[config.mk]
export PLATFORM = sky130hd
export DESIGN_NAME = hill_cipher_2x2_mod27
export DESIGN_NICKNAME = d
export VERILOG_FILES = /design/src/rtl/hill27_pkg.sv /design/src/rtl/hill_cipher_2x2_mod27.sv /design/src/rtl/hill27_dp.sv /design/src/rtl/hill27_ctrl.sv
export VERILOG_INCLUDE_DIRS = /design/src /design/src/rtl
export SDC_FILE = /design/constraint.sdc
export NUM_CORES = 1
export LEC_CHECK = 0
export BUFFER_PORTS_ARGS = -buffer_cell sky130_fd_sc_hd__buf_2
export CAP_MARGIN = 20
export CORE_MARGIN = 2
export CORE_UTILIZATION = 64
export DETAILED_ROUTE_END_ITERATION = 8
export GPL_TIMING_DRIVEN = 0
export PLACE_DENSITY = 0.94
export SYNTH_ARGS = -nofsm -noshare
export SYNTH_HDL_FRONTEND = slang
export SYNTH_HIERARCHICAL = 1
export SYNTH_SLANG_ARGS = --single-unit
export TNS_END_PERCENT = 5
[constraint.sdc]
create_clock -name clk -period 10.18 [get_ports clk]
set_input_delay 0.509 -clock clk [delete_from_list [all_inputs] [get_ports clk]]
set_output_delay 0.509 -clock clk [all_outputs]
set_load 0.1 [all_outputs]
[src/rtl/assert_macros.svh]
// Assertion macros used by hill27_ctrl.
`ifndef ASSERT_MACROS_SVH
`define ASSERT_MACROS_SVH

// Implication checked at every rising edge outside reset.
`define ASSERT_CLK(label, prop) \
    label: assert property (@(posedge clk) disable iff (!rst_n) prop) \
        else $error("assertion failed");

// Condition that must never hold at a rising edge outside reset.
`define ASSERT_NEVER(label, cond) \
    label: assert property (@(posedge clk) disable iff (!rst_n) !(cond)) \
        else $error("forbidden condition seen");

`endif

[src/rtl/hill27_pkg.sv]
package hill27_pkg;

    localparam int unsigned SYM_W  = 5;
    localparam int unsigned CHAR_W = 8;
    localparam int unsigned PROD_W = 10;
    localparam int unsigned IDX_W  = 3;

    localparam logic [SYM_W-1:0]  SPACE_SYM   = 5'd26;
    localparam logic [SYM_W-1:0]  ALPHA_SYM   = 5'd27;
    localparam logic [CHAR_W-1:0] ASCII_A     = 8'd65;
    localparam logic [CHAR_W-1:0] ASCII_Z     = 8'd90;
    localparam logic [CHAR_W-1:0] ASCII_SPACE = 8'd32;

    localparam logic [IDX_W-1:0] CFG_KEY_TL   = 3'd0;
    localparam logic [IDX_W-1:0] CFG_KEY_TR   = 3'd1;
    localparam logic [IDX_W-1:0] CFG_KEY_BL   = 3'd2;
    localparam logic [IDX_W-1:0] CFG_KEY_BR   = 3'd3;
    localparam logic [IDX_W-1:0] CFG_DECRYPT  = 3'd4;

    typedef enum logic [1:0] {
        STATUS_OK        = 2'd0,
        STATUS_DET_ZERO  = 2'd1,
        STATUS_DET_MULT3 = 2'd2,
        STATUS_BAD_BYTE  = 2'd3
    } status_t;

    typedef enum logic [3:0] {
        OP_NONE,
        OP_AD,
        OP_BC,
        OP_M00,
        OP_M01,
        OP_M10,
        OP_M11,
        OP_T00,
        OP_T10,
        OP_T01,
        OP_T11
    } mul_op_t;

    typedef enum logic [1:0] {
        SEL_ERR,
        SEL_FIRST,
        SEL_SECOND
    } out_sel_t;

    typedef enum logic [4:0] {
        S_IDLE,
        S_D_AD,
        S_D_BC,
        S_D_WAIT,
        S_D_DET,
        S_D_M00,
        S_D_M01,
        S_D_M10,
        S_D_M11,
        S_D_DRAIN,
        S_DECIDE,
        S_T00,
        S_T10,
        S_T01,
        S_T11,
        S_SUM,
        S_OUT0,
        S_OUT1
    } ctrl_state_t;

    typedef struct packed {
        mul_op_t  op;
        logic     item_load;
        logic     hold;
        logic     clear_hold;
        logic     pair_load;
        logic     det_load;
        logic     out_load;
        out_sel_t out_sel;
    } cmd_t;

    typedef struct packed {
        status_t key_status;
        logic    item_bad;
        logic    item_last;
        logic    holding;
    } stat_t;

    // Remainder by 27 of a 10-bit value through a reciprocal multiply.
    function automatic logic [SYM_W-1:0] mod27_w10(input logic [PROD_W-1:0] x);
        logic [21:0]       recip;
        logic [5:0]        quot;
        logic [PROD_W-1:0] rem;
        recip = 22'(x) * 22'd2428;
        quot  = recip[21:16];
        rem   = x - (PROD_W'(quot) * PROD_W'(ALPHA_SYM));
        if (rem >= PROD_W'(ALPHA_SYM))
        begin
            rem = rem - PROD_W'(ALPHA_SYM);
        end
        return rem[SYM_W-1:0];
    endfunction

    function automatic logic [SYM_W-1:0] mod27_w5(input logic [SYM_W-1:0] x);
        return (x >= ALPHA_SYM) ? (x - ALPHA_SYM) : x;
    endfunction

    function automatic logic [SYM_W-1:0] neg27(input logic [SYM_W-1:0] x);
        return (x == '0) ? '0 : (ALPHA_SYM - x);
    endfunction

    function automatic logic [SYM_W-1:0] sum27(input logic [SYM_W-1:0] x,
                                               input logic [SYM_W-1:0] y);
        logic [SYM_W:0] s;
        s = {1'b0, x} + {1'b0, y};
        if (s >= {1'b0, ALPHA_SYM})
        begin
            s = s - {1'b0, ALPHA_SYM};
        end
        return s[SYM_W-1:0];
    endfunction

    // Multiplicative inverse mod 27; zero when none exists.
    function automatic logic [SYM_W-1:0] inv27(input logic [SYM_W-1:0] x);
        logic [SYM_W-1:0] r;
        unique case (x)
            5'd1:    r = 5'd1;
            5'd2:    r = 5'd14;
            5'd4:    r = 5'd7;
            5'd5:    r = 5'd11;
            5'd7:    r = 5'd4;
            5'd8:    r = 5'd17;
            5'd10:   r = 5'd19;
            5'd11:   r = 5'd5;
            5'd13:   r = 5'd25;
            5'd14:   r = 5'd2;
            5'd16:   r = 5'd22;
            5'd17:   r = 5'd8;
            5'd19:   r = 5'd10;
            5'd20:   r = 5'd23;
            5'd22:   r = 5'd16;
            5'd23:   r = 5'd20;
            5'd25:   r = 5'd13;
            5'd26:   r = 5'd26;
            default: r = 5'd0;
        endcase
        return r;
    endfunction

    function automatic logic [CHAR_W-1:0] sym_to_char(input logic [SYM_W-1:0] s);
        return (s < SPACE_SYM) ? (ASCII_A + CHAR_W'(s)) : ASCII_SPACE;
    endfunction

endpackage

[src/rtl/hill_cipher_2x2_mod27.sv]
// A byte that completes a pair passes the states DECIDE, T00, T10, T01, T11 and SUM
// before its first result is valid; its second result is valid in the cycle after the
// first is taken. A new byte is taken only in idle, not while a result is pending;
// the single shared multiply and mod-27 unit does every product. Reset is asynchronous,
// active low: identity key, encrypt mode, no symbol held, and the derived matrix is
// rebuilt before the first byte is taken.
module hill_cipher_2x2_mod27 (
    input  logic        clk,
    input  logic        rst_n,
    input  logic        in_valid,
    output logic        in_ready,
    input  logic [7:0]  in_char,
    input  logic        in_last,
    output logic        out_valid,
    input  logic        out_ready,
    output logic [7:0]  out_char,
    output logic [1:0]  out_status,
    output logic        out_last,
    input  logic        cfg_valid,
    output logic        cfg_ready,
    input  logic [2:0]  cfg_index,
    input  logic [4:0]  cfg_data
);
    import hill27_pkg::*;

    cmd_t  cmd;
    stat_t stat;
    logic  cfg_we;

    assign cfg_we = cfg_valid && cfg_ready;

    hill27_ctrl u_ctrl (
        .clk       (clk),
        .rst_n     (rst_n),
        .in_valid  (in_valid),
        .in_ready  (in_ready),
        .out_valid (out_valid),
        .out_ready (out_ready),
        .cfg_valid (cfg_valid),
        .cfg_ready (cfg_ready),
        .stat      (stat),
        .cmd       (cmd)
    );

    hill27_dp u_dp (
        .clk        (clk),
        .rst_n      (rst_n),
        .cfg_we     (cfg_we),
        .cfg_index  (cfg_index),
        .cfg_data   (cfg_data),
        .in_char    (in_char),
        .in_last    (in_last),
        .cmd        (cmd),
        .stat       (stat),
        .out_char   (out_char),
        .out_status (out_status),
        .out_last   (out_last)
    );

endmodule

[src/rtl/hill27_dp.sv]
module hill27_dp (
    input  logic                              clk,
    input  logic                              rst_n,
    input  logic                              cfg_we,
    input  logic [hill27_pkg::IDX_W-1:0]      cfg_index,
    input  logic [hill27_pkg::SYM_W-1:0]      cfg_data,
    input  logic [hill27_pkg::CHAR_W-1:0]     in_char,
    input  logic                              in_last,
    input  hill27_pkg::cmd_t                  cmd,
    output hill27_pkg::stat_t                 stat,
    output logic [hill27_pkg::CHAR_W-1:0]     out_char,
    output logic [1:0]                        out_status,
    output logic                              out_last
);
    import hill27_pkg::*;

    logic [SYM_W-1:0]  key_a_reg, key_b_reg, key_c_reg, key_d_reg;
    logic              decrypt_reg;
    logic [PROD_W-1:0] ad_raw_reg, bc_raw_reg;
    logic [SYM_W-1:0]  ad_mod_reg, bc_mod_reg;
    logic [SYM_W-1:0]  inv_reg;
    status_t           key_status_reg;
    logic [SYM_W-1:0]  m00_reg, m01_reg, m10_reg, m11_reg;
    logic [PROD_W-1:0] prod_reg;
    mul_op_t           prod_op_reg;
    logic [SYM_W-1:0]  item_sym_reg;
    logic              item_bad_reg;
    logic              item_last_reg;
    logic [SYM_W-1:0]  held_sym_reg;
    logic              holding_reg;
    logic [SYM_W-1:0]  p0_reg, p1_reg;
    logic [SYM_W-1:0]  t00_reg, t10_reg, t01_reg, t11_reg;
    logic [CHAR_W-1:0] out_char_reg;
    status_t           out_status_reg;
    logic              out_last_reg;

    logic [SYM_W-1:0]  a27, b27, c27, d27;
    logic [SYM_W-1:0]  opa, opb;
    logic [SYM_W-1:0]  mod_res;
    logic [SYM_W-1:0]  det_mod;
    logic [SYM_W-1:0]  inv_next;
    status_t           key_status_next;
    logic [SYM_W-1:0]  item_sym_next;
    logic              item_bad_next;

    assign a27 = mod27_w5(key_a_reg);
    assign b27 = mod27_w5(key_b_reg);
    assign c27 = mod27_w5(key_c_reg);
    assign d27 = mod27_w5(key_d_reg);

    always_ff @(posedge clk or negedge rst_n)
    begin
        if (!rst_n)
        begin
            key_a_reg   <= 5'd1;
            key_b_reg   <= 5'd0;
            key_c_reg   <= 5'd0;
            key_d_reg   <= 5'd1;
            decrypt_reg <= 1'b0;
        end
        else if (cfg_we)
        begin
            unique case (cfg_index)
                CFG_KEY_TL:  key_a_reg   <= cfg_data;
                CFG_KEY_TR:  key_b_reg   <= cfg_data;
                CFG_KEY_BL:  key_c_reg   <= cfg_data;
                CFG_KEY_BR:  key_d_reg   <= cfg_data;
                CFG_DECRYPT: decrypt_reg <= cfg_data[0];
                default:     ;
            endcase
        end
    end

    always_comb
    begin
        opa = '0;
        opb = '0;
        unique case (cmd.op)
            OP_AD:
            begin
                opa = key_a_reg;
                opb = key_d_reg;
            end
            OP_BC:
            begin
                opa = key_b_reg;
                opb = key_c_reg;
            end
            OP_M00:
            begin
                opa = decrypt_reg ? d27 : a27;
                opb = decrypt_reg ? inv_reg : 5'd1;
            end
            OP_M01:
            begin
                opa = decrypt_reg ? neg27(b27) : b27;
                opb = decrypt_reg ? inv_reg : 5'd1;
            end
            OP_M10:
            begin
                opa = decrypt_reg ? neg27(c27) : c27;
                opb = decrypt_reg ? inv_reg : 5'd1;
            end
            OP_M11:
            begin
                opa = decrypt_reg ? a27 : d27;
                opb = decrypt_reg ? inv_reg : 5'd1;
            end
            OP_T00:
            begin
                opa = p0_reg;
                opb = m00_reg;
            end
            OP_T10:
            begin
                opa = p1_reg;
                opb = m10_reg;
            end
            OP_T01:
            begin
                opa = p0_reg;
                opb = m01_reg;
            end
            OP_T11:
            begin
                opa = p1_reg;
                opb = m11_reg;
            end
            default:
            begin
                opa = '0;
                opb = '0;
            end
        endcase
    end

    always_ff @(posedge clk or negedge rst_n)
    begin
        if (!rst_n)
        begin
            prod_op_reg <= OP_NONE;
        end
        else
        begin
            prod_op_reg <= cmd.op;
        end
    end

    always_ff @(posedge clk)
    begin
        prod_reg <= PROD_W'(opa) * PROD_W'(opb);
    end

    assign mod_res = mod27_w10(prod_reg);

    always_ff @(posedge clk)
    begin
        unique case (prod_op_reg)
            OP_AD:
            begin
                ad_raw_reg <= prod_reg;
                ad_mod_reg <= mod_res;
            end
            OP_BC:
            begin
                bc_raw_reg <= prod_reg;
                bc_mod_reg <= mod_res;
            end
            OP_M00:  m00_reg <= mod_res;
            OP_M01:  m01_reg <= mod_res;
            OP_M10:  m10_reg <= mod_res;
            OP_M11:  m11_reg <= mod_res;
            OP_T00:  t00_reg <= mod_res;
            OP_T10:  t10_reg <= mod_res;
            OP_T01:  t01_reg <= mod_res;
            OP_T11:  t11_reg <= mod_res;
            default: ;
        endcase
    end

    always_comb
    begin
        if (ad_mod_reg >= bc_mod_reg)
        begin
            det_mod = ad_mod_reg - bc_mod_reg;
        end
        else
        begin
            det_mod = SYM_W'({1'b0, ad_mod_reg} + {1'b0, ALPHA_SYM} - {1'b0, bc_mod_reg});
        end
        inv_next = inv27(det_mod);
        if (ad_raw_reg == bc_raw_reg)
        begin
            key_status_next = STATUS_DET_ZERO;
        end
        else if (inv_next == '0)
        begin
            key_status_next = STATUS_DET_MULT3;
        end
        else
        begin
            key_status_next = STATUS_OK;
        end
    end

    always_ff @(posedge clk or negedge rst_n)
    begin
        if (!rst_n)
        begin
            key_status_reg <= STATUS_OK;
        end
        else if (cmd.det_load)
        begin
            key_status_reg <= key_status_next;
        end
    end

    always_ff @(posedge clk)
    begin
        if (cmd.det_load)
        begin
            inv_reg <= inv_next;
        end
    end

    always_comb
    begin
        item_bad_next = 1'b0;
        item_sym_next = '0;
        if ((in_char >= ASCII_A) && (in_char <= ASCII_Z))
        begin
            item_sym_next = SYM_W'(in_char - ASCII_A);
        end
        else if (in_char == ASCII_SPACE)
        begin
            item_sym_next = SPACE_SYM;
        end
        else
        begin
            item_bad_next = 1'b1;
        end
    end

    always_ff @(posedge clk)
    begin
        if (cmd.item_load)
        begin
            item_sym_reg  <= item_sym_next;
            item_bad_reg  <= item_bad_next;
            item_last_reg <= in_last;
        end
        if (cmd.pair_load)
        begin
            p0_reg <= holding_reg ? held_sym_reg : item_sym_reg;
            p1_reg <= holding_reg ? item_sym_reg : SPACE_SYM;
        end
    end

    always_ff @(posedge clk or negedge rst_n)
    begin
        if (!rst_n)
        begin
            holding_reg  <= 1'b0;
            held_sym_reg <= '0;
        end
        else if (cmd.clear_hold)
        begin
            holding_reg  <= 1'b0;
            held_sym_reg <= '0;
        end
        else if (cmd.hold)
        begin
            holding_reg  <= 1'b1;
            held_sym_reg <= item_sym_reg;
        end
    end

    always_ff @(posedge clk)
    begin
        if (cmd.out_load)
        begin
            unique case (cmd.out_sel)
                SEL_FIRST:
                begin
                    out_char_reg   <= sym_to_char(sum27(t00_reg, t10_reg));
                    out_status_reg <= STATUS_OK;
                    out_last_reg   <= 1'b0;
                end
                SEL_SECOND:
                begin
                    out_char_reg   <= sym_to_char(sum27(t01_reg, t11_reg));
                    out_status_reg <= STATUS_OK;
                    out_last_reg   <= item_last_reg;
                end
                default:
                begin
                    out_char_reg   <= '0;
                    out_status_reg <= (key_status_reg != STATUS_OK) ? key_status_reg
                                                                    : STATUS_BAD_BYTE;
                    out_last_reg   <= item_last_reg;
                end
            endcase
        end
    end

    assign stat.key_status = key_status_reg;
    assign stat.item_bad   = item_bad_reg;
    assign stat.item_last  = item_last_reg;
    assign stat.holding    = holding_reg;

    assign out_char   = out_char_reg;
    assign out_status = out_status_reg;
    assign out_last   = out_last_reg;

endmodule

[src/rtl/hill27_ctrl.sv]
`include "assert_macros.svh"

module hill27_ctrl (
    input  logic              clk,
    input  logic              rst_n,
    input  logic              in_valid,
    output logic              in_ready,
    output logic              out_valid,
    input  logic              out_ready,
    input  logic              cfg_valid,
    output logic              cfg_ready,
    input  hill27_pkg::stat_t stat,
    output hill27_pkg::cmd_t  cmd
);
    import hill27_pkg::*;

    ctrl_state_t state_reg, state_next;
    logic        pending_reg, pending_next;
    logic        key_err;

    assign key_err   = (stat.key_status != STATUS_OK);
    assign cfg_ready = 1'b1;

    always_ff @(posedge clk or negedge rst_n)
    begin
        if (!rst_n)
        begin
            state_reg   <= S_IDLE;
            pending_reg <= 1'b1;
        end
        else
        begin
            state_reg   <= state_next;
            pending_reg <= pending_next;
        end
    end

    // A key write marks the derived matrix stale; it is rebuilt from idle.
    always_comb
    begin
        pending_next = pending_reg;
        if (cfg_valid && cfg_ready)
        begin
            pending_next = 1'b1;
        end
        else if ((state_reg == S_IDLE) && pending_reg)
        begin
            pending_next = 1'b0;
        end
    end

    always_comb
    begin
        state_next = state_reg;
        unique case (state_reg)
            S_IDLE:
            begin
                if (pending_reg)
                begin
                    state_next = S_D_AD;
                end
                else if (in_valid)
                begin
                    state_next = S_DECIDE;
                end
            end
            S_D_AD:    state_next = S_D_BC;
            S_D_BC:    state_next = S_D_WAIT;
            S_D_WAIT:  state_next = S_D_DET;
            S_D_DET:   state_next = S_D_M00;
            S_D_M00:   state_next = S_D_M01;
            S_D_M01:   state_next = S_D_M10;
            S_D_M10:   state_next = S_D_M11;
            S_D_M11:   state_next = S_D_DRAIN;
            S_D_DRAIN: state_next = S_IDLE;
            S_DECIDE:
            begin
                priority if (key_err || stat.item_bad)
                begin
                    state_next = S_OUT1;
                end
                else if (stat.holding || stat.item_last)
                begin
                    state_next = S_T00;
                end
                else
                begin
                    state_next = S_IDLE;
                end
            end
            S_T00:     state_next = S_T10;
            S_T10:     state_next = S_T01;
            S_T01:     state_next = S_T11;
            S_T11:     state_next = S_SUM;
            S_SUM:     state_next = S_OUT0;
            S_OUT0:
            begin
                if (out_ready)
                begin
                    state_next = S_OUT1;
                end
            end
            S_OUT1:
            begin
                if (out_ready)
                begin
                    state_next = S_IDLE;
                end
            end
            default:   state_next = S_IDLE;
        endcase
    end

    always_comb
    begin
        in_ready  = (state_reg == S_IDLE) && !pending_reg;
        out_valid = (state_reg == S_OUT0) || (state_reg == S_OUT1);
        cmd       = '0;
        cmd.op    = OP_NONE;
        cmd.out_sel = SEL_ERR;
        unique case (state_reg)
            S_IDLE:    cmd.item_load = in_valid && !pending_reg;
            S_D_AD:    cmd.op = OP_AD;
            S_D_BC:    cmd.op = OP_BC;
            S_D_DET:   cmd.det_load = 1'b1;
            S_D_M00:   cmd.op = OP_M00;
            S_D_M01:   cmd.op = OP_M01;
            S_D_M10:   cmd.op = OP_M10;
            S_D_M11:   cmd.op = OP_M11;
            S_DECIDE:
            begin
                priority if (key_err)
                begin
                    cmd.out_load   = 1'b1;
                    cmd.out_sel    = SEL_ERR;
                    cmd.clear_hold = 1'b1;
                end
                else if (stat.item_bad)
                begin
                    cmd.out_load   = 1'b1;
                    cmd.out_sel    = SEL_ERR;
                    cmd.clear_hold = stat.item_last;
                end
                else if (stat.holding || stat.item_last)
                begin
                    cmd.pair_load  = 1'b1;
                    cmd.clear_hold = 1'b1;
                end
                else
                begin
                    cmd.hold = 1'b1;
                end
            end
            S_T00:     cmd.op = OP_T00;
            S_T10:     cmd.op = OP_T10;
            S_T01:     cmd.op = OP_T01;
            S_T11:     cmd.op = OP_T11;
            S_SUM:
            begin
                cmd.out_load = 1'b1;
                cmd.out_sel  = SEL_FIRST;
            end
            S_OUT0:
            begin
                cmd.out_load = out_ready;
                cmd.out_sel  = SEL_SECOND;
            end
            default:   ;
        endcase
    end

    `ASSERT_NEVER(a_no_overlap, out_valid && in_ready)
    `ASSERT_NEVER(a_hold_when_empty, cmd.hold && stat.holding)
    `ASSERT_CLK(a_second_follows, (state_reg == S_OUT0) && out_ready |=> state_reg == S_OUT1)

endmodule
==> metrics.txt <==
# TYPE chip_impl_metric gauge
chip_impl_metric{name="grt_first_pass_wirelength",unit="um"} 46420
chip_impl_info{name="synthTopCellsByArea",value="sky130_fd_sc_hd__edfxtp_1 (25%), sky130_fd_sc_hd__ha_1 (15%), sky130_fd_sc_hd__fa_1 (9.5%), sky130_fd_sc_hd__dfrtp_1 (7.3%), sky130_fd_sc_hd__inv_1 (4.6%)"} 1
chip_impl_metric{name="htree_num_levels",unit=""} 4
chip_impl_metric{name="wl_per_cell",unit="um"} 18.36
chip_impl_metric{name="ys_async_sr_fraction",unit="%"} 25.83
chip_impl_metric{name="largest_net_degree_at_the_start_of_global_routing",unit=""} 40
chip_impl_info{name="critical_path_class",value="reg2reg"} 1
chip_impl_metric{name="post-route-drc-count",unit=""} 0
chip_impl_metric{name="yosysTopAreaCellShare",unit="%"} 24.65
chip_impl_metric{name="synth_edf_count",unit=""} 102
chip_impl_metric{name="met2_usage",unit="%"} 50.21
chip_impl_metric{name="cts.sink_count",unit=""} 151
chip_impl_metric{name="die_height",unit="um"} 143.3
chip_impl_metric{name="cts_max_path_buffers",unit=""} 2
chip_impl_metric{name="seq_area",unit="sq um"} 4249
chip_impl_metric{name="synth_compound_gate_area_share",unit="%"} 11.98
chip_impl_metric{name="netlist_area",unit="sq um"} 12420
chip_impl_metric{name="synthAdderAreaFrac",unit="%"} 24.31
chip_impl_metric{name="place.detailed.instances",unit=""} 1511
chip_impl_info{name="tritoncts_clock_tree",value="done"} 1
chip_impl_metric{name="critical_path.max_stage_delay",unit="ns"} 0.71
chip_impl_metric{name="synthesis.instances",unit=""} 1214
chip_impl_metric{name="totalWireLength",unit="um"} 28350
chip_impl_info{name="hold_path.class",value="in2async"} 1
chip_impl_metric{name="cp.arrival",unit="ns"} 9.86
chip_impl_metric{name="worst-slew-pin-transition",unit="ns"} 1.149
chip_impl_metric{name="maxCapViolations",unit=""} 0
chip_impl_metric{name="path_clk_slew",unit="ns"} 0.06
chip_impl_metric{name="detail-route-antenna-nets",unit=""} 0
chip_impl_info{name="yosys.area.top_type",value="sky130_fd_sc_hd__edfxtp_1"} 1
chip_impl_metric{name="fraction_of_the_cycle_the_final_worst_path_needs",unit="%"} 95.57
chip_impl_metric{name="vias_in_the_first_global_route",unit=""} 9731
chip_impl_metric{name="drive_gt1_share",unit="%"} 10.98
chip_impl_metric{name="cp_max_fo",unit=""} 10
chip_impl_metric{name="final.fill_count",unit=""} 1241
chip_impl_info{name="root_buffer",value="sky130_fd_sc_hd__clkbuf_16"} 1
chip_impl_metric{name="area_growth",unit="%"} 8.762
chip_impl_metric{name="gr-usage-met1",unit="%"} 34.68
chip_impl_metric{name="core_area",unit="sq um"} 18890
chip_impl_metric{name="boundaryPins",unit=""} 36
chip_impl_metric{name="achievable-frequency",unit="MHz"} 102.8
chip_impl_metric{name="final_max_slew_viol_count",unit=""} 0
chip_impl_metric{name="ys_types",unit=""} 84
chip_impl_metric{name="final.setup.tns",unit="ns"} 0
chip_impl_metric{name="r2r.worst_path.cells",unit=""} 32
chip_impl_info{name="grt.busiest_layer",value="met2"} 1
chip_impl_metric{name="mapped_avg_cell_area",unit="sq um"} 10.23
chip_impl_metric{name="place_hpwl",unit="um"} 20640
chip_impl_metric{name="vias",unit=""} 9558
chip_impl_info{name="critPathLaunchType",value="register"} 1
chip_impl_metric{name="finalNetCount",unit=""} 1499
chip_impl_info{name="critPathSlowestCell",value="sky130_fd_sc_hd__dfxtp_1"} 1
chip_impl_metric{name="synth_nets",unit=""} 1442
chip_impl_info{name="unrepaired_setup_endpoints_after_global_routing",value="no"} 1
chip_impl_info{name="synth_top_family_by_area",value="adder cells"} 1
chip_impl_metric{name="final_cells",unit=""} 1544
chip_impl_metric{name="initial_antenna_violation_count",unit=""} 0
chip_impl_metric{name="post_synth_xor_area_fraction",unit="%"} 4.794
chip_impl_metric{name="yosys_register_bits",unit=""} 151
chip_impl_metric{name="skew",unit="ns"} 0.006792
chip_impl_metric{name="port_buffers",unit=""} 33
chip_impl_metric{name="detail_route.vias_per_cell",unit=""} 6.190
chip_impl_metric{name="grtUsageMet3",unit="%"} 6.131
chip_impl_metric{name="setup-violations-final",unit=""} 0
chip_impl_metric{name="die_w",unit="um"} 143.3
chip_impl_metric{name="gr-usage-all-layers",unit="%"} 28.98
chip_impl_metric{name="worstPathRequired",unit="ns"} 10.32
chip_impl_metric{name="utilization",unit="%"} 71.52
chip_impl_metric{name="core.rowCount",unit=""} 50
chip_impl_metric{name="whs",unit="ns"} 0.2060
chip_impl_metric{name="portion_of_netlist_area_occupied_by_mux_cells",unit="%"} 5.388
chip_impl_metric{name="maxSlewHeadroom",unit="%"} 22.87
chip_impl_info{name="critPathCaptureType",value="register"} 1
chip_impl_metric{name="grt.overflow.total",unit=""} 0
chip_impl_metric{name="yosys.area_share.simple",unit="%"} 13.62
chip_impl_metric{name="pre_repair_dr_iteration_count",unit=""} 6
chip_impl_metric{name="drt_iter0_markers",unit=""} 891
chip_impl_metric{name="hold_fix_buffer_count_after_cts",unit=""} 0
chip_impl_info{name="run_status",value="complete, no violations"} 1
chip_impl_metric{name="clock_latency",unit="ns"} 0.42
chip_impl_metric{name="yosysWarningCount",unit=""} 6
chip_impl_metric{name="place_congestion",unit=""} 0.9054
chip_impl_metric{name="numCtsBuffers",unit=""} 17
chip_impl_metric{name="synth-seq-area-share",unit="%"} 34.15
chip_impl_metric{name="post-route-min-period",unit="ns"} 9.729
chip_impl_info{name="commonest_register_cell_after_synthesis",value="sky130_fd_sc_hd__edfxtp_1"} 1
chip_impl_metric{name="floorplan.die_area",unit="sq um"} 20540
chip_impl_metric{name="antennaDiodeCount",unit=""} 0
chip_impl_metric{name="final-hold-violation-count",unit=""} 0
chip_impl_metric{name="initial_core_util",unit="%"} 65.76
chip_impl_metric{name="multiInputGateArea",unit="sq um"} 7497
chip_impl_metric{name="post_cts.repair.setup_buffers",unit=""} 0
-- synth_stat cells, types with 16 or more instances --
| master | instances |
|---|---|
| sky130_fd_sc_hd__inv_1 | 151 |
| sky130_fd_sc_hd__ha_1 | 147 |
| sky130_fd_sc_hd__edfxtp_1 | 102 |
| sky130_fd_sc_hd__nor2_1 | 75 |
| sky130_fd_sc_hd__nand2_1 | 73 |
| sky130_fd_sc_hd__a21oi_1 | 61 |
| sky130_fd_sc_hd__fa_1 | 59 |
| sky130_fd_sc_hd__xnor2_1 | 46 |
| sky130_fd_sc_hd__o21ai_0 | 43 |
| sky130_fd_sc_hd__dfrtp_1 | 36 |
| sky130_fd_sc_hd__mux2i_1 | 32 |
| sky130_fd_sc_hd__mux2_2 | 30 |
| sky130_fd_sc_hd__nor3_1 | 30 |
| sky130_fd_sc_hd__and2_1 | 23 |
| sky130_fd_sc_hd__xor2_1 | 22 |
| sky130_fd_sc_hd__clkbuf_1 | 20 |
| sky130_fd_sc_hd__nand3_1 | 20 |
| sky130_fd_sc_hd__nand2b_1 | 18 |
| sky130_fd_sc_hd__nor2b_1 | 16 |
-- path summary, 6_finish.rpt --
path | startpoint | end | slack [ns]
max | u_dp/prod_reg[9] | u_dp/t10_reg[2] | 0.45
min | rst_n | u_ctrl/state_reg[2] | 0.21
max reg2reg | u_dp/prod_reg[9] | u_dp/t10_reg[2] | 0.45
min reg2reg | u_dp/held_sym_reg[1] | u_dp/held_sym_reg[1] | 0.53
max in group asynchronous | rst_n | u_dp/key_c_reg[2] | 9.41
min in group clk | in_last | u_dp/item_last_reg | 0.26
-- cell usage in the layout, fill, tap and decap left out, drive strengths merged, types with 10 or more instances in the layout --
cell type / n
xnor2: 46
mux2: 31
o21ai: 44
nand3: 22
ha: 147
edfxtp: 102
nand2b: 18
o21bai: 10
nor2: 76
fa: 59
buf: 47
nor2b: 16
and2: 23
clkbuf: 42
nand2: 73
mux2i: 32
dfrtp: 36
inv: 154
a21o: 14
dfxtp: 10
nor3: 32
a21oi: 62
a22oi: 12
nand4: 11
xor2: 22
-- area by class of cell --
cell class | count | area share (%)
flip-flops and latches | 151 | 31.44
inverters | 151 | 4.194
clock inverters | 11 | 0.5556
repair buffers | 38 | 1.537
well taps | 260 | 2.407
multi-input cells | 882 | 55.48
clock buffers | 21 | 3.333
plain buffers | 30 | 1.046
-- metrics by stage --
stage	worst slack, ns	cell area, sq um
2_1_floorplan	1.572	12420
3_3_place_gp	0.4351	12910
3_5_place_dp	0.1180	12970
4_1_cts	0.09331	13490
5_1_grt	0.02882	13510
6_report	0.4514	13510
-- worst max-delay path, delay by kind of cell (launching register included) --
| family | cells | cell delay (ns) |
|---|---|---|
| XOR/XNOR | 2 | 0.95 |
| adder cells (fa/ha/maj) | 10 | 4.54 |
| flip-flops | 1 | 0.71 |
| multiplexers | 1 | 0.13 |
| buffers and inverters | 7 | 0.49 |
| AND/OR/NAND/NOR | 6 | 1.18 |
| AO/OA/AOI/OAI | 6 | 1.44 |
-- kinds of logic (layout without fill, tap and decap cells) --
group / Yosys count / count (layout)
XOR/XNOR: 68 / 68
AND/OR/NAND/NOR: 324 / 324
adder cells (fa/ha/maj): 206 / 206
multiplexers: 63 / 63
other: 2 / 2
flip-flops: 151 / 151
AO/OA/AOI/OAI: 219 / 219
buffers and inverters: 181 / 251
-- routing by layer --
layer | part of all wire (%) | vias up
li1 | - | 4395
met1 | 39 | 4586
met2 | 51 | 468
met3 | 6.9 | 109
met4 | 3.8 | 0
met5 | 0 | -
-- what timing repair did --
action,4_1_cts,5_1_grt
gates resized for setup,0,6
endpoints found under the hold margin,0,0
endpoints found under the setup margin,0,40
Power is left out: the tool's default activity adds up to more than one toggle a clock period on the data nets, which glitch-free logic cannot reach.
